===== config.mk =====
export PLATFORM = sky130hd
export DESIGN_NAME = checkerboard_memory_test_sequencer
export DESIGN_NICKNAME = d
export VERILOG_FILES = /design/src/sv/cbmt_pkg.sv /design/src/sv/cbmt_csr.sv /design/src/sv/cbmt_step.sv /design/src/sv/checkerboard_memory_test_sequencer.sv
export VERILOG_INCLUDE_DIRS = /design/src /design/src/sv
export SDC_FILE = /design/constraint.sdc
export NUM_CORES = 1
export LEC_CHECK = 0
export BUFFER_PORTS_ARGS = -buffer_cell sky130_fd_sc_hd__buf_4
export CAP_MARGIN = 20
export CORE_MARGIN = 8
export CORE_UTILIZATION = 23
export CTS_CLUSTER_DIAMETER = 120
export DETAILED_ROUTE_END_ITERATION = 10
export GPL_ROUTABILITY_DRIVEN = 1
export PLACE_DENSITY = 0.39
export SYNTH_ARGS = -nofsm -noshare
export SYNTH_HDL_FRONTEND = slang
export SYNTH_SLANG_ARGS = --single-unit

===== constraint.sdc =====
create_clock -name clock -period 7.28 [get_ports clock]
set_clock_uncertainty 0.15 [all_clocks]
set_input_delay 1.456 -clock clock [delete_from_list [all_inputs] [get_ports clock]]
set_output_delay 1.456 -clock clock [all_outputs]
set_load 0.02 [all_outputs]

===== src/sv/checkerboard_memory_test_sequencer_defines.svh =====
// Assertion macros for the checkerboard memory test sequencer.
// Included by the modules that carry concurrent checks; no other dependencies.
`ifndef CHECKERBOARD_MEMORY_TEST_SEQUENCER_DEFINES_SVH
`define CHECKERBOARD_MEMORY_TEST_SEQUENCER_DEFINES_SVH

`ifndef SYNTHESIS

// same-cycle implication
`define CBMT_ASSERT_NOW(label, clk, rst, ante, cons) \
   label: assert property (@(posedge clk) disable iff (rst) (ante) |-> (cons)) \
      else $error("cbmt check failed");

// next-cycle implication
`define CBMT_ASSERT_NEXT(label, clk, rst, ante, cons) \
   label: assert property (@(posedge clk) disable iff (rst) (ante) |=> (cons)) \
      else $error("cbmt check failed");

`else

`define CBMT_ASSERT_NOW(label, clk, rst, ante, cons)
`define CBMT_ASSERT_NEXT(label, clk, rst, ante, cons)

`endif

`endif


===== src/sv/cbmt_pkg.sv =====
// Shared types, codes and helpers for the checkerboard memory test sequencer.
// No dependencies; used by cbmt_csr, cbmt_step and the top level.
`timescale 1ns / 1ps

package cbmt_pkg;

   localparam int INDEX_BITS = 26;
   localparam int ADDR_BITS  = 30;
   localparam int DATA_BITS  = 32;
   localparam int WC_BITS    = 27;
   localparam int CNT_BITS   = (INDEX_BITS + 1 > WC_BITS) ? INDEX_BITS + 1 : WC_BITS;
   localparam int PADDR_BITS = 5;
   localparam int REG_SEL_BITS = 3;

   localparam logic [INDEX_BITS-1:0] IDX_ONE = INDEX_BITS'(1);

   // operation codes
   localparam logic [2:0] OP_WRITE = 3'd0;
   localparam logic [2:0] OP_READ  = 3'd1;
   localparam logic [2:0] OP_PASS  = 3'd2;
   localparam logic [2:0] OP_FAIL  = 3'd3;
   localparam logic [2:0] OP_IDLE  = 3'd4;

   // request kinds
   localparam logic KIND_START   = 1'b0;
   localparam logic KIND_ADVANCE = 1'b1;

   // pass codes
   localparam logic [1:0] PASS_FILL   = 2'd0;
   localparam logic [1:0] PASS_VERIFY = 2'd1;
   localparam logic [1:0] PASS_FINAL  = 2'd2;
   localparam logic [1:0] PASS_DONE   = 2'd3;

   // register indexes
   localparam logic [REG_SEL_BITS-1:0] REG_BASE_WORD     = 3'd0;
   localparam logic [REG_SEL_BITS-1:0] REG_WORD_COUNT    = 3'd1;
   localparam logic [REG_SEL_BITS-1:0] REG_PATTERN_ONE   = 3'd2;
   localparam logic [REG_SEL_BITS-1:0] REG_PATTERN_TWO   = 3'd3;
   localparam logic [REG_SEL_BITS-1:0] REG_PATTERN_THREE = 3'd4;
   localparam logic [REG_SEL_BITS-1:0] REG_PATTERNS_USED = 3'd5;

   localparam logic [WC_BITS-1:0]   WORD_COUNT_RST    = WC_BITS'(2);
   localparam logic [DATA_BITS-1:0] PATTERN_ONE_RST   = 32'hAAAA_AAAA;
   localparam logic [DATA_BITS-1:0] PATTERN_TWO_RST   = 32'h0000_FFFF;
   localparam logic [DATA_BITS-1:0] PATTERN_THREE_RST = 32'hAAAA_5555;
   localparam logic [1:0]           PATTERNS_USED_RST = 2'd3;

   typedef struct packed {
      logic [ADDR_BITS-1:0] base_word;
      logic [WC_BITS-1:0]   word_count;
      logic [DATA_BITS-1:0] pattern_one;
      logic [DATA_BITS-1:0] pattern_two;
      logic [DATA_BITS-1:0] pattern_three;
      logic [1:0]           patterns_in_use;
   } cfg_type;

   typedef struct packed {
      logic                 kind;
      logic [DATA_BITS-1:0] read_data;
   } req_type;

   typedef struct packed {
      logic [2:0]           op;
      logic [ADDR_BITS-1:0] address;
      logic [DATA_BITS-1:0] write_data;
      logic [DATA_BITS-1:0] fail_expected;
      logic [DATA_BITS-1:0] fail_actual;
      logic [1:0]           fail_pattern;
   } rsp_type;

   typedef struct packed {
      logic                  running;
      logic [1:0]            pass_number;
      logic [1:0]            pattern_index;
      logic [INDEX_BITS-1:0] word_index;
      logic                  compare_pending;
      logic [INDEX_BITS-1:0] compare_index;
      logic [DATA_BITS-1:0]  compare_value;
   } state_type;

   localparam state_type STATE_RST = '0;

   localparam state_type STATE_START = '{
      running:         1'b1,
      pass_number:     PASS_FILL,
      pattern_index:   2'd0,
      word_index:      '0,
      compare_pending: 1'b0,
      compare_index:   '0,
      compare_value:   '0
   };

   function automatic logic [DATA_BITS-1:0] first_value(
      input cfg_type cfg, input logic [1:0] pat_idx, input logic odd);
      logic [DATA_BITS-1:0] pat;
      if (pat_idx == 2'd0) begin
         pat = cfg.pattern_one;
      end else if (pat_idx == 2'd1) begin
         pat = cfg.pattern_two;
      end else begin
         pat = cfg.pattern_three;
      end
      return odd ? ~pat : pat;
   endfunction

   function automatic logic [ADDR_BITS-1:0] word_addr(
      input logic [ADDR_BITS-1:0] base, input logic [INDEX_BITS-1:0] idx);
      return base + ADDR_BITS'(idx);
   endfunction

endpackage


===== src/sv/cbmt_csr.sv =====
// APB-style configuration register file for the checkerboard test sequencer.
// Depends on cbmt_pkg for the register map, reset values and cfg_type.
`timescale 1ns / 1ps

module cbmt_csr (
   input  logic                              clock,
   input  logic                              reset,
   input  logic                              psel,
   input  logic                              penable,
   input  logic                              pwrite,
   input  logic [cbmt_pkg::PADDR_BITS-1:0]   paddr,
   input  logic [31:0]                       pwdata,
   output logic [31:0]                       prdata,
   output logic                              pready,
   output cbmt_pkg::cfg_type                 cfg
);

   cbmt_pkg::cfg_type                      cfg_ff, cfg_in;
   logic [cbmt_pkg::REG_SEL_BITS-1:0]      reg_sel;
   logic                                   wr_en;

   assign pready  = 1'b1;
   assign reg_sel = paddr[cbmt_pkg::PADDR_BITS-1:2];
   assign wr_en   = psel && penable && pwrite;
   assign cfg     = cfg_ff;

   always_comb begin
      cfg_in = cfg_ff;
      if (wr_en) begin
         unique case (reg_sel)
            cbmt_pkg::REG_BASE_WORD: begin
               cfg_in.base_word = pwdata[cbmt_pkg::ADDR_BITS-1:0];
            end
            cbmt_pkg::REG_WORD_COUNT: begin
               cfg_in.word_count = pwdata[cbmt_pkg::WC_BITS-1:0];
            end
            cbmt_pkg::REG_PATTERN_ONE: begin
               cfg_in.pattern_one = pwdata;
            end
            cbmt_pkg::REG_PATTERN_TWO: begin
               cfg_in.pattern_two = pwdata;
            end
            cbmt_pkg::REG_PATTERN_THREE: begin
               cfg_in.pattern_three = pwdata;
            end
            cbmt_pkg::REG_PATTERNS_USED: begin
               cfg_in.patterns_in_use = pwdata[1:0];
            end
            default: begin
            end
         endcase
      end
   end

   always_comb begin
      unique case (reg_sel)
         cbmt_pkg::REG_BASE_WORD:     prdata = 32'(cfg_ff.base_word);
         cbmt_pkg::REG_WORD_COUNT:    prdata = 32'(cfg_ff.word_count);
         cbmt_pkg::REG_PATTERN_ONE:   prdata = cfg_ff.pattern_one;
         cbmt_pkg::REG_PATTERN_TWO:   prdata = cfg_ff.pattern_two;
         cbmt_pkg::REG_PATTERN_THREE: prdata = cfg_ff.pattern_three;
         cbmt_pkg::REG_PATTERNS_USED: prdata = 32'(cfg_ff.patterns_in_use);
         default:                     prdata = 32'd0;
      endcase
   end

   always_ff @(posedge clock) begin
      if (reset) begin
         cfg_ff.base_word       <= '0;
         cfg_ff.word_count      <= cbmt_pkg::WORD_COUNT_RST;
         cfg_ff.pattern_one     <= cbmt_pkg::PATTERN_ONE_RST;
         cfg_ff.pattern_two     <= cbmt_pkg::PATTERN_TWO_RST;
         cfg_ff.pattern_three   <= cbmt_pkg::PATTERN_THREE_RST;
         cfg_ff.patterns_in_use <= cbmt_pkg::PATTERNS_USED_RST;
      end else begin
         cfg_ff <= cfg_in;
      end
   end

endmodule


===== src/sv/cbmt_step.sv =====
// Single-step sequencing logic: from the current test state, the
// configuration and one request, forms the next state and the response.
// Depends on cbmt_pkg.
`timescale 1ns / 1ps

module cbmt_step (
   input  cbmt_pkg::cfg_type   cfg,
   input  cbmt_pkg::state_type state_cur,
   input  cbmt_pkg::req_type   req,
   output cbmt_pkg::state_type state_nxt,
   output cbmt_pkg::rsp_type   rsp
);

   logic [cbmt_pkg::CNT_BITS-1:0]   even_cnt, limit_cnt, n_cnt, n_m1;
   logic [cbmt_pkg::INDEX_BITS-1:0] last_idx;
   logic                            n_zero;
   logic [1:0]                      pat_count;
   logic                            done;
   cbmt_pkg::state_type             st, nx;
   cbmt_pkg::rsp_type               res;

   // words tested: count rounded down to even, saturated at the index range
   assign even_cnt  = cbmt_pkg::CNT_BITS'({cfg.word_count[cbmt_pkg::WC_BITS-1:1], 1'b0});
   assign limit_cnt = cbmt_pkg::CNT_BITS'(1) << cbmt_pkg::INDEX_BITS;
   assign n_cnt     = (even_cnt > limit_cnt) ? limit_cnt : even_cnt;
   assign n_zero    = (n_cnt == '0);
   assign n_m1      = n_cnt - cbmt_pkg::CNT_BITS'(1);
   assign last_idx  = n_m1[cbmt_pkg::INDEX_BITS-1:0];
   assign pat_count = (cfg.patterns_in_use == 2'd0) ? 2'd1 : cfg.patterns_in_use;

   assign st = (req.kind == cbmt_pkg::KIND_START) ? cbmt_pkg::STATE_START : state_cur;

   always_comb begin
      nx     = st;
      res    = '0;
      res.op = cbmt_pkg::OP_IDLE;
      done   = 1'b0;
      if (!st.running) begin
         done = 1'b1;
      end else if (n_zero) begin
         nx.running = 1'b0;
         res.op     = cbmt_pkg::OP_PASS;
         done       = 1'b1;
      end else begin
         if (st.compare_pending) begin
            nx.compare_pending = 1'b0;
            if (req.read_data != st.compare_value) begin
               nx.running        = 1'b0;
               res.op            = cbmt_pkg::OP_FAIL;
               res.address       = cbmt_pkg::word_addr(cfg.base_word, st.compare_index);
               res.fail_expected = st.compare_value;
               res.fail_actual   = req.read_data;
               res.fail_pattern  = st.pattern_index;
               done              = 1'b1;
            end else if (st.pass_number == cbmt_pkg::PASS_VERIFY) begin
               // write back the inverse of the word just checked
               res.op         = cbmt_pkg::OP_WRITE;
               res.address    = cbmt_pkg::word_addr(cfg.base_word, st.compare_index);
               res.write_data = ~st.compare_value;
               if (st.compare_index >= last_idx) begin
                  nx.pass_number = cbmt_pkg::PASS_FINAL;
                  nx.word_index  = '0;
               end else begin
                  nx.word_index = st.compare_index + cbmt_pkg::IDX_ONE;
               end
               done = 1'b1;
            end
         end
         if (!done && nx.pass_number == cbmt_pkg::PASS_DONE) begin
            nx.pattern_index = nx.pattern_index + 2'd1;
            if (nx.pattern_index >= pat_count) begin
               nx.running = 1'b0;
               res.op     = cbmt_pkg::OP_PASS;
               done       = 1'b1;
            end else begin
               nx.pass_number = cbmt_pkg::PASS_FILL;
               nx.word_index  = '0;
            end
         end
         if (!done) begin
            if (nx.pass_number == cbmt_pkg::PASS_FILL) begin
               res.op         = cbmt_pkg::OP_WRITE;
               res.address    = cbmt_pkg::word_addr(cfg.base_word, nx.word_index);
               res.write_data = cbmt_pkg::first_value(cfg, nx.pattern_index,
                                                      nx.word_index[0]);
               if (nx.word_index >= last_idx) begin
                  nx.pass_number = cbmt_pkg::PASS_VERIFY;
                  nx.word_index  = '0;
               end else begin
                  nx.word_index = nx.word_index + cbmt_pkg::IDX_ONE;
               end
            end else begin
               nx.compare_pending = 1'b1;
               nx.compare_index   = nx.word_index;
               res.op             = cbmt_pkg::OP_READ;
               res.address        = cbmt_pkg::word_addr(cfg.base_word, nx.word_index);
               if (nx.pass_number == cbmt_pkg::PASS_VERIFY) begin
                  nx.compare_value = cbmt_pkg::first_value(cfg, nx.pattern_index,
                                                           nx.word_index[0]);
               end else begin
                  nx.compare_value = ~cbmt_pkg::first_value(cfg, nx.pattern_index,
                                                            nx.word_index[0]);
                  if (nx.word_index >= last_idx) begin
                     nx.pass_number = cbmt_pkg::PASS_DONE;
                  end else begin
                     nx.word_index = nx.word_index + cbmt_pkg::IDX_ONE;
                  end
               end
            end
         end
      end
   end

   assign state_nxt = nx;
   assign rsp       = res;

endmodule


===== src/sv/checkerboard_memory_test_sequencer.sv =====
// Top level of the checkerboard memory test sequencer: request register,
// test state, response register. Depends on cbmt_pkg, cbmt_csr, cbmt_step
// and checkerboard_memory_test_sequencer_defines.svh.
//
//   port group  direction  handshake                  payload
//   req_        in         req_valid / req_ready      req_payload (cbmt_pkg::req_type)
//   rsp_        out        rsp_valid / rsp_ready      rsp_payload (cbmt_pkg::rsp_type)
//   APB         in         psel, penable, pready      paddr, pwdata, prdata
//
// One request in and one response out per cycle while rsp_ready allows; a request
// passes the request register, then the step logic, then the response register.
// Sync active-high reset clears the test state to idle and loads register
// defaults. A stalled response stalls the request register; req_ready stays
// high while the request register is empty or moving on.
`timescale 1ns / 1ps

`include "checkerboard_memory_test_sequencer_defines.svh"

module checkerboard_memory_test_sequencer (
   input  logic                            clock,
   input  logic                            reset,
   input  logic                            req_valid,
   output logic                            req_ready,
   input  cbmt_pkg::req_type               req_payload,
   output logic                            rsp_valid,
   input  logic                            rsp_ready,
   output cbmt_pkg::rsp_type               rsp_payload,
   input  logic                            psel,
   input  logic                            penable,
   input  logic                            pwrite,
   input  logic [cbmt_pkg::PADDR_BITS-1:0] paddr,
   input  logic [31:0]                     pwdata,
   output logic [31:0]                     prdata,
   output logic                            pready
);

   cbmt_pkg::cfg_type   cfg;
   logic                in_valid_ff, in_valid_in;
   cbmt_pkg::req_type   in_req_ff, in_req_in;
   logic                out_valid_ff, out_valid_in;
   cbmt_pkg::rsp_type   out_rsp_ff, out_rsp_in;
   cbmt_pkg::state_type state_ff, state_in;
   cbmt_pkg::state_type step_state;
   cbmt_pkg::rsp_type   step_rsp;
   logic                out_free, take_in, req_fire;

   cbmt_csr u_csr (
      .clock   (clock),
      .reset   (reset),
      .psel    (psel),
      .penable (penable),
      .pwrite  (pwrite),
      .paddr   (paddr),
      .pwdata  (pwdata),
      .prdata  (prdata),
      .pready  (pready),
      .cfg     (cfg)
   );

   cbmt_step u_step (
      .cfg       (cfg),
      .state_cur (state_ff),
      .req       (in_req_ff),
      .state_nxt (step_state),
      .rsp       (step_rsp)
   );

   assign out_free  = !out_valid_ff || rsp_ready;
   assign take_in   = in_valid_ff && out_free;
   assign req_ready = !in_valid_ff || out_free;
   assign req_fire  = req_valid && req_ready;

   always_comb begin
      in_valid_in  = req_fire ? 1'b1 : (take_in ? 1'b0 : in_valid_ff);
      in_req_in    = req_fire ? req_payload : in_req_ff;
      out_valid_in = take_in ? 1'b1 : (rsp_ready ? 1'b0 : out_valid_ff);
      out_rsp_in   = take_in ? step_rsp : out_rsp_ff;
      state_in     = take_in ? step_state : state_ff;
   end

   always_ff @(posedge clock) begin
      if (reset) begin
         in_valid_ff  <= 1'b0;
         out_valid_ff <= 1'b0;
         state_ff     <= cbmt_pkg::STATE_RST;
      end else begin
         in_valid_ff  <= in_valid_in;
         out_valid_ff <= out_valid_in;
         state_ff     <= state_in;
      end
   end

   always_ff @(posedge clock) begin
      in_req_ff  <= in_req_in;
      out_rsp_ff <= out_rsp_in;
   end

   assign rsp_valid   = out_valid_ff;
   assign rsp_payload = out_rsp_ff;

   `CBMT_ASSERT_NEXT(a_step_lands, clock, reset, take_in, out_valid_ff)
   `CBMT_ASSERT_NOW(a_pending_pass, clock, reset, state_ff.compare_pending,
                    state_ff.pass_number != cbmt_pkg::PASS_FILL)
   `CBMT_ASSERT_NEXT(a_fail_stops, clock, reset,
                     take_in && step_rsp.op == cbmt_pkg::OP_FAIL, !state_ff.running)
   `CBMT_ASSERT_NOW(a_idle_addr_zero, clock, reset,
                    out_valid_ff && (out_rsp_ff.op == cbmt_pkg::OP_PASS ||
                                     out_rsp_ff.op == cbmt_pkg::OP_IDLE),
                    out_rsp_ff.address == '0)

endmodule

==> results of run 1 <==
## worst paths after layout
kind                   from               end  slack (ns)  cells past startpoint
min reg2reg   u_csr.cfg[98]     u_csr.cfg[98]        0.31                      2
min           u_csr.cfg[98]     u_csr.cfg[98]        0.31                      2
max reg2reg  u_csr.cfg[114]  rsp_payload[124]       -0.42                     40
max          u_csr.cfg[114]  rsp_payload[124]       -0.42                     40
## state kept, by name (all words and copies together) (netlist names)
register     count
state_ff        90
in_valid_ff      1
u_csr.cfg      155
rsp_valid        1
rsp_payload    131
in_req_ff       33
## layer usage
| metal | vias up | part of all wire | global-route usage |
|---|---|---|---|
| li1 | 11700 | - | - |
| met1 | 11900 | 0.46 | 0.262 |
| met2 | 677 | 0.45 | 0.306 |
| met3 | 126 | 0.061 | 0.0353 |
| met4 | 0 | 0.024 | 0.0444 |
| met5 | - | 0 | 0 |
## critical path, delay by kind of cell, from the launching register on
kind	cells	cell delay (ns)
AOI/OAI and AO/OA	21	3.70
and+or+nand+nor	8	1.44
buffers and inverters	9	1.43
adders and majority gates	2	0.41
DFF	1	0.32
## power by group through the flow
stage          registers (uW)  logic, uW  clock network, uW
6_report                 2480        594               2710
5_1_grt                  2480        633               2870
4_1_cts                  2480        588               2790
3_5_place_dp             2530        558                  0
3_3_place_gp             2530        558                  0
2_1_floorplan            2560        240                  0
## final cells by class
type / instances / area, um2
repair buffers: 679 / 5320
flip-flops and latches: 411 / 9870
clock buffers: 73 / 1500
clock inverters: 28 / 272
inverters: 51 / 198
fillers: 11300 / 72800
diodes: 4 / 10.0
well taps: 1403 / 1760
multi-input cells: 2309 / 15400
## synthesized netlist by cell type, types with 15 or more instances
cell,count,area [um2]
dfxtp_1,247,4940
nor4bb_1,15,150
buf_2,16,80.1
or3_1,15,93.8
edfxtp_1,164,4920
o21ai_0,120,601
a211oi_1,19,143
xnor2_1,137,1200
nand2_1,563,2110
inv_1,48,180
nand4_1,35,219
and3_1,75,469
xor2_1,35,307
clkbuf_1,151,567
a21o_1,32,240
o22ai_1,26,163
nor2_1,241,905
ha_1,106,1330
a31oi_1,21,131
o21ai_1,27,135
and2_1,33,206
mux2i_1,76,761
nand3_1,100,500
o21a_1,17,128
a21oi_1,273,1370
nor3_1,44,220
a22oi_1,73,548
## cell families (layout without fill, tap and decap cells)
logic type / after synthesis / after routing / share of synthesized area
buffers and inverters: 230 / 831 / 0.0361
AND/OR/NAND/NOR: 1205 / 1205 / 0.223
AO/OA/AOI/OAI: 736 / 736 / 0.186
other: 1 / 5 / 0.000151
multiplexers: 87 / 87 / 0.0407
adder cells (fa/ha/maj): 108 / 108 / 0.0551
flip-flops: 411 / 411 / 0.398
XOR/XNOR: 172 / 172 / 0.0607
## layout by cell type (no fill, tap or decap), drive strengths merged, types with 16 or more instances in the layout
| cell type | n |
|---|---|
| nand2 | 563 |
| clkbuf | 73 |
| mux2i | 76 |
| xnor2 | 137 |
| a31oi | 21 |
| a22oi | 75 |
| and2 | 35 |
| a21oi | 274 |
| dfxtp | 247 |
| o21a | 18 |
| o22ai | 26 |
| nor2 | 245 |
| edfxtp | 164 |
| and3 | 75 |
| xor2 | 35 |
| a21o | 32 |
| inv | 52 |
| ha | 106 |
| nor4 | 16 |
| nor3 | 49 |
| o21ai | 149 |
| a211oi | 20 |
| buf | 679 |
| nand3 | 100 |
| nand4 | 36 |
| clkinv | 21 |
## metrics by stage
| stage | hold WS (ns) | instance area (um2) | power (uW) | utilization | worst slack, ns |
|---|---|---|---|---|---|
| final | 0.309 | 34300 | 5780 | 0.320 | -0.420 |
| after CTS | 0.308 | 33700 | 5860 | 0.315 | -0.387 |
| after floorplan | 0.270 | 24900 | 2800 | - | 0.0103 |
| after detailed placement | 0.300 | 30700 | 3090 | 0.287 | -1.10 |
| after global placement | 0.293 | 30600 | 3090 | 0.286 | -0.980 |
| after global routing | 0.322 | 34300 | 5990 | 0.320 | -0.720 |
## timing repair
action                                 CTS  global route
endpoints found under the hold margin    0             0
pin swaps                              134            79
setup endpoints to repair               46            44
resized for setup                      207            67
setup buffers                           51            23
==> out/qor.csv, run 1 <==
stage,metric,value,unit
run_status,status,finished with violations,
run_status,failing checks,negative setup slack,
logic_synthesis,sequential fraction of the synthesis area,0.398,
detailed_routing,WL per Instance,23.8,um
worst_setup_path,CP Max Fanout,4,
sta,RSZ-0062 raised after global routing,true,
pwr,Net Sw Frac,0.274,
clock_network,clock root buffer,clkbuf_16,
sta,Worst-Margin Slew,1.09,ns
worst_setup_path,critical setup path kind,reg2reg,
pwr,PwrDens,169,mW/mm2
logic_synthesis,number of synthesized flops with an enable pin,164,
floorplan,DIE HEIGHT,344,um
detailed_routing,Vias/cell,4.92,
pwr,clock network fraction of design power,0.468,
grt,gr ovfl total,0,
detailed_routing,Routed WL,118000,um
logic_synthesis,Synth Register Bits,411,
detailed_routing,DRT Pass-1 Iters,5,
detailed_routing,Post-DRT Antenna Nets,0,
clock_network,# H-tree levels,2,
pwr,Comb power frac,0.103,
sta,Tmin final,7.70,ns
grt,initial antenna violation count,5,
worst_setup_path,CP dominant cell by count,buf_4,
floorplan,Die W,344,um
logic_synthesis,syn_area_per_cell,8.41,um2
worst_setup_path,max incr delay on CP,0.40,ns
placed_design,IO buf count,239,
logic_synthesis,Main synth FF type,dfxtp_1,
clock_network,worst-case clock buffer depth,3,
layout,Area Overhead vs Synth,38.2,%
grt,first-pass GRT wire length,169000,um
clock_network,CTS sink count,411,
floorplan,Initial Util,0.232,
placed_design,Post-DP HPWL,86400,um
detailed_routing,Starting DRT DRC Count,1594,
clock_network,TritonCTS clock tree,done,
layout,share of layout cells above drive strength 1,0.285,
clock_network,Post-CTS Hold Buffers,0,
logic_synthesis,Mapped Nets,3135,
pwr,Seq pwr share,0.429,
grt,GRT Overall Usage,0.190,
worst_setup_path,Critical Path RT,7.54,ns
layout,NumNets Final,3692,
sta,"Slew Viols, Final",0,
logic_synthesis,synthesized cell area,0.0248,mm2
placed_design,RD Place Congestion,0.878,
pwr,worst vdd ir,187,uV
placed_design,placed cells,4784,
worst_setup_path,Worst setup EP type,flip-flop,
pwr,internal power,4200,uW
detailed_routing,DR vias,24400,
sta,setup_tns,-7.44,ns
clock_network,clock-pin slew on the worst setup and hold paths,0.06,ns
detailed_routing,# DRC,0,
hold_path,hold crit path type,reg2reg,
floorplan,Ports,243,
sta,"Hold Vio Cnt, Final",0,
clock_network,TritonCTS Buffers,55,
worst_setup_path,startpoint types,flip-flop,
sta,highest clock rate,130,MHz
logic_synthesis,Synth cell types,96,
logic_synthesis,async set or reset register ratio after synthesis,0,
clock_network,worst skew pair latency,0.68,ns
grt,number of global-route vias before repair,23900,
logic_synthesis,Gate Count Post-Synth,2950,
grt,pin count of the biggest net entering global routing,145,
floorplan,Core ar.,0.107,mm2
floorplan,die footprint,0.119,mm2
worst_setup_path,Worst path slowest cell,or3_4,
layout,post-route insts no fill,4958,
sta,Max transition margin,0.270,
floorplan,Rows,120,
run,MaxCap Viol Count,0,
pwr,Lkg Pwr,0.0139,uW
sta,final worst setup slack,-0.420,ns
worst_setup_path,Arrival @ worst endpoint,7.96,ns
sta,period utilization,1.06,
pwr,Net Sw Power,1580,uW
sta,# setup viols final,37,
logic_synthesis,Yosys Warn Count,0,
Note: power is estimated with default switching activity, not from simulation.
==> run 2, diff against run 1 <==
--- a/config.mk
+++ b/config.mk
@@ -14,6 +14,7 @@
 export DETAILED_ROUTE_END_ITERATION = 10
 export GPL_ROUTABILITY_DRIVEN = 1
 export PLACE_DENSITY = 0.39
+export SKIP_CTS_REPAIR_TIMING = 1
 export SYNTH_ARGS = -nofsm -noshare
 export SYNTH_HDL_FRONTEND = slang
 export SYNTH_SLANG_ARGS = --single-unit
==> out/qor.csv, run 2 (synthesis results as in run 1) <==
stage,metric,value,unit,change
run_status,status,finished with violations,,unchanged
run_status,failing checks,negative setup slack,,unchanged
layout,max reg flops,155,,unchanged
floorplan,Rows,120,,unchanged
worst_setup_path,Worst setup EP type,flip-flop,,unchanged
floorplan,Initial Util,0.232,,unchanged
floorplan,Die W,344,um,unchanged
sta,Max transition margin,0.258,,was 0.270
sta,hold_ws,0.312,ns,was 0.309 ns
worst_setup_path,reg2reg end,rsp_payload[124],,unchanged
sta,setup_tns,-9.10,ns,was -7.44 ns
layout,share of layout cells above drive strength 1,0.265,,was 0.285
hold_path,hold_sp,u_csr.cfg[98],,unchanged
worst_setup_path,Critical Path RT,7.54,ns,about the same
floorplan,DIE HEIGHT,344,um,unchanged
worst_setup_path,Reg2Reg Depth,41,,was 40
sta,final worst setup slack,-0.423,ns,was -0.420 ns
worst_setup_path,CP Max Fanout,7,,was 4
detailed_routing,DRT Pass-1 Iters,5,,unchanged
run,MaxCap Viol Count,0,,unchanged
clock_network,CTS sink count,411,,unchanged
layout,"Core Util, Final",0.313,,was 0.320
layout,"Design Area, Final",0.0335,mm2,was 0.0343 mm2
detailed_routing,Routed WL,117000,um,was 118000 um
detailed_routing,# DRC,0,,unchanged
worst_setup_path,CP dominant cell by count,buf_4,,unchanged
detailed_routing,Starting DRT DRC Count,1625,,was 1594
floorplan,die footprint,0.119,mm2,unchanged
worst_setup_path,critical setup path kind,reg2reg,,unchanged
grt,gr ovfl total,0,,unchanged
clock_network,TritonCTS clock tree,done,,unchanged
grt,GRT Overall Usage,0.188,,was 0.190
worst_setup_path,startpoint types,flip-flop,,unchanged
sta,"Slew Viols, Final",0,,unchanged
clock_network,# H-tree levels,2,,unchanged
hold_path,Hold Crit Depth,2,,unchanged
placed_design,RD Place Congestion,0.878,,unchanged
sta,# setup viols final,37,,unchanged
sta,Worst-Margin Slew,1.11,ns,was 1.09 ns
pwr,Lkg Pwr,0.0136,uW,was 0.0139 uW
sta,"Hold Vio Cnt, Final",0,,unchanged
pwr,worst vdd ir,187,uV,about the same
detailed_routing,Vias/cell,4.90,,was 4.92
grt,number of global-route vias before repair,23400,,was 23900
layout,"commonest non-fill, non-tap cell in the layout",buf_4,,unchanged
layout,fillcell total,11400,,was 11300
floorplan,Ports,243,,unchanged
clock_network,clock-pin slew on the worst setup and hold paths,0.06,ns,about the same
grt,first-pass GRT wire length,167000,um,was 169000 um
worst_setup_path,Worst path slowest cell,or3_4,,unchanged
layout,most frequent cells in the layout,"buf_4, nand2_1, a21oi_1, dfxtp_1, nor2_1",,unchanged
placed_design,pre-CTS setup slack,-1.10,ns,unchanged
placed_design,Post-DP HPWL,86400,um,unchanged
clock_network,TritonCTS Buffers,55,,unchanged
hold_path,hold crit path type,reg2reg,,unchanged
worst_setup_path,Arrival @ worst endpoint,7.97,ns,was 7.96 ns
clock_network,clock root buffer,clkbuf_16,,unchanged
grt,initial antenna violation count,5,,unchanged
placed_design,IO buf count,239,,unchanged
detailed_routing,DR vias,24100,,was 24400
worst_setup_path,max incr delay on CP,0.42,ns,was 0.40 ns
layout,NumNets Final,3646,,was 3692
clock_network,worst skew pair latency,0.68,ns,about the same
floorplan,Core ar.,0.107,mm2,unchanged
sta,period utilization,1.06,,about the same
clock_network,worst-case clock buffer depth,3,,unchanged
sta,highest clock rate,130,MHz,about the same
placed_design,"Cell Area, Placed",0.0307,mm2,unchanged
pwr,PwrDens,172,mW/mm2,was 169 mW/mm2
hold_path,WHS Endpoint,u_csr.cfg[98],,unchanged
worst_setup_path,R2R setup slack,-0.42,ns,about the same
sta,RSZ-0062 raised after global routing,true,,unchanged
detailed_routing,WL per Instance,23.8,um,about the same
detailed_routing,Post-DRT Antenna Nets,0,,unchanged
worst_setup_path,reg-to-reg startpoint,u_csr.cfg[115],,was u_csr.cfg[114]
grt,pin count of the biggest net entering global routing,145,,unchanged
sta,Tmin final,7.70,ns,about the same
layout,Area Overhead vs Synth,35.1,%,was 38.2%
[run 2: cell types whose count changed in the layout (fill, tap and decap cells not counted), sizes merged]
cell / previous run / this run
buf: 679 / 633
[run 2: where the power goes]
part	switching [uW]	leakage [uW]	internal, uW
clock	1170	0.000861	1530
combinational	369	0.00920	204
sequential	33.4	0.00359	2450
[run 2: metal layers]
metal | GRT usage | routed length (um) | up-vias
met2 | 0.303 | 52600 | 672
met5 | 0 | 0 | -
met4 | 0.0386 | 2440 | 0
met1 | 0.260 | 54300 | 11700
met3 | 0.0375 | 7420 | 119
li1 | - | - | 11600
[run 2: worst max-delay path: cells and delay by family (launching register included)]
kind / cells / cell delay (ns)
buffers and inverters: 7 / 1.08
adder cells (fa/ha/maj): 3 / 0.86
AND/OR/NAND/NOR: 12 / 2.09
flip-flops: 1 / 0.32
AO/OA/AOI/OAI: 19 / 2.91
[run 2: metrics by stage]
step / cells / total power (uW)
floorplan: 2950 / 2800
global placement: 4782 / 3090
detailed placement: 4784 / 3090
CTS: 4885 / 5830
global route: 4909 / 5970
finish: 4912 / 5760
[run 2: worst max-delay path by stage]
| stage | start | to | slack, ns | cells past startpoint |
|---|---|---|---|---|
| after floorplan | u_csr.cfg[114] | rsp_payload[125] | 0.01 | 34 |
| after global placement | u_csr.cfg[114] | rsp_payload[125] | -0.98 | 37 |
| after detailed placement | u_csr.cfg[114] | rsp_payload[126] | -1.10 | 39 |
| after CTS | u_csr.cfg[114] | rsp_payload[126] | -1.13 | 39 |
| after global routing | u_csr.cfg[115] | rsp_payload[125] | -0.81 | 41 |
| final | u_csr.cfg[115] | rsp_payload[124] | -0.42 | 41 |
[run 2: final cells by class]
type                       count  area, um2  share of cell area
tap                         1403       1760              0.0524
sequential                   411       9870               0.295
clock buffer                  73       1500              0.0449
multi-input combinational   2309      15000               0.449
antenna                        4       10.0            0.000299
inverter                      51        198             0.00590
timing repair buffer         633       4860               0.145
clock inverter                28        272             0.00810
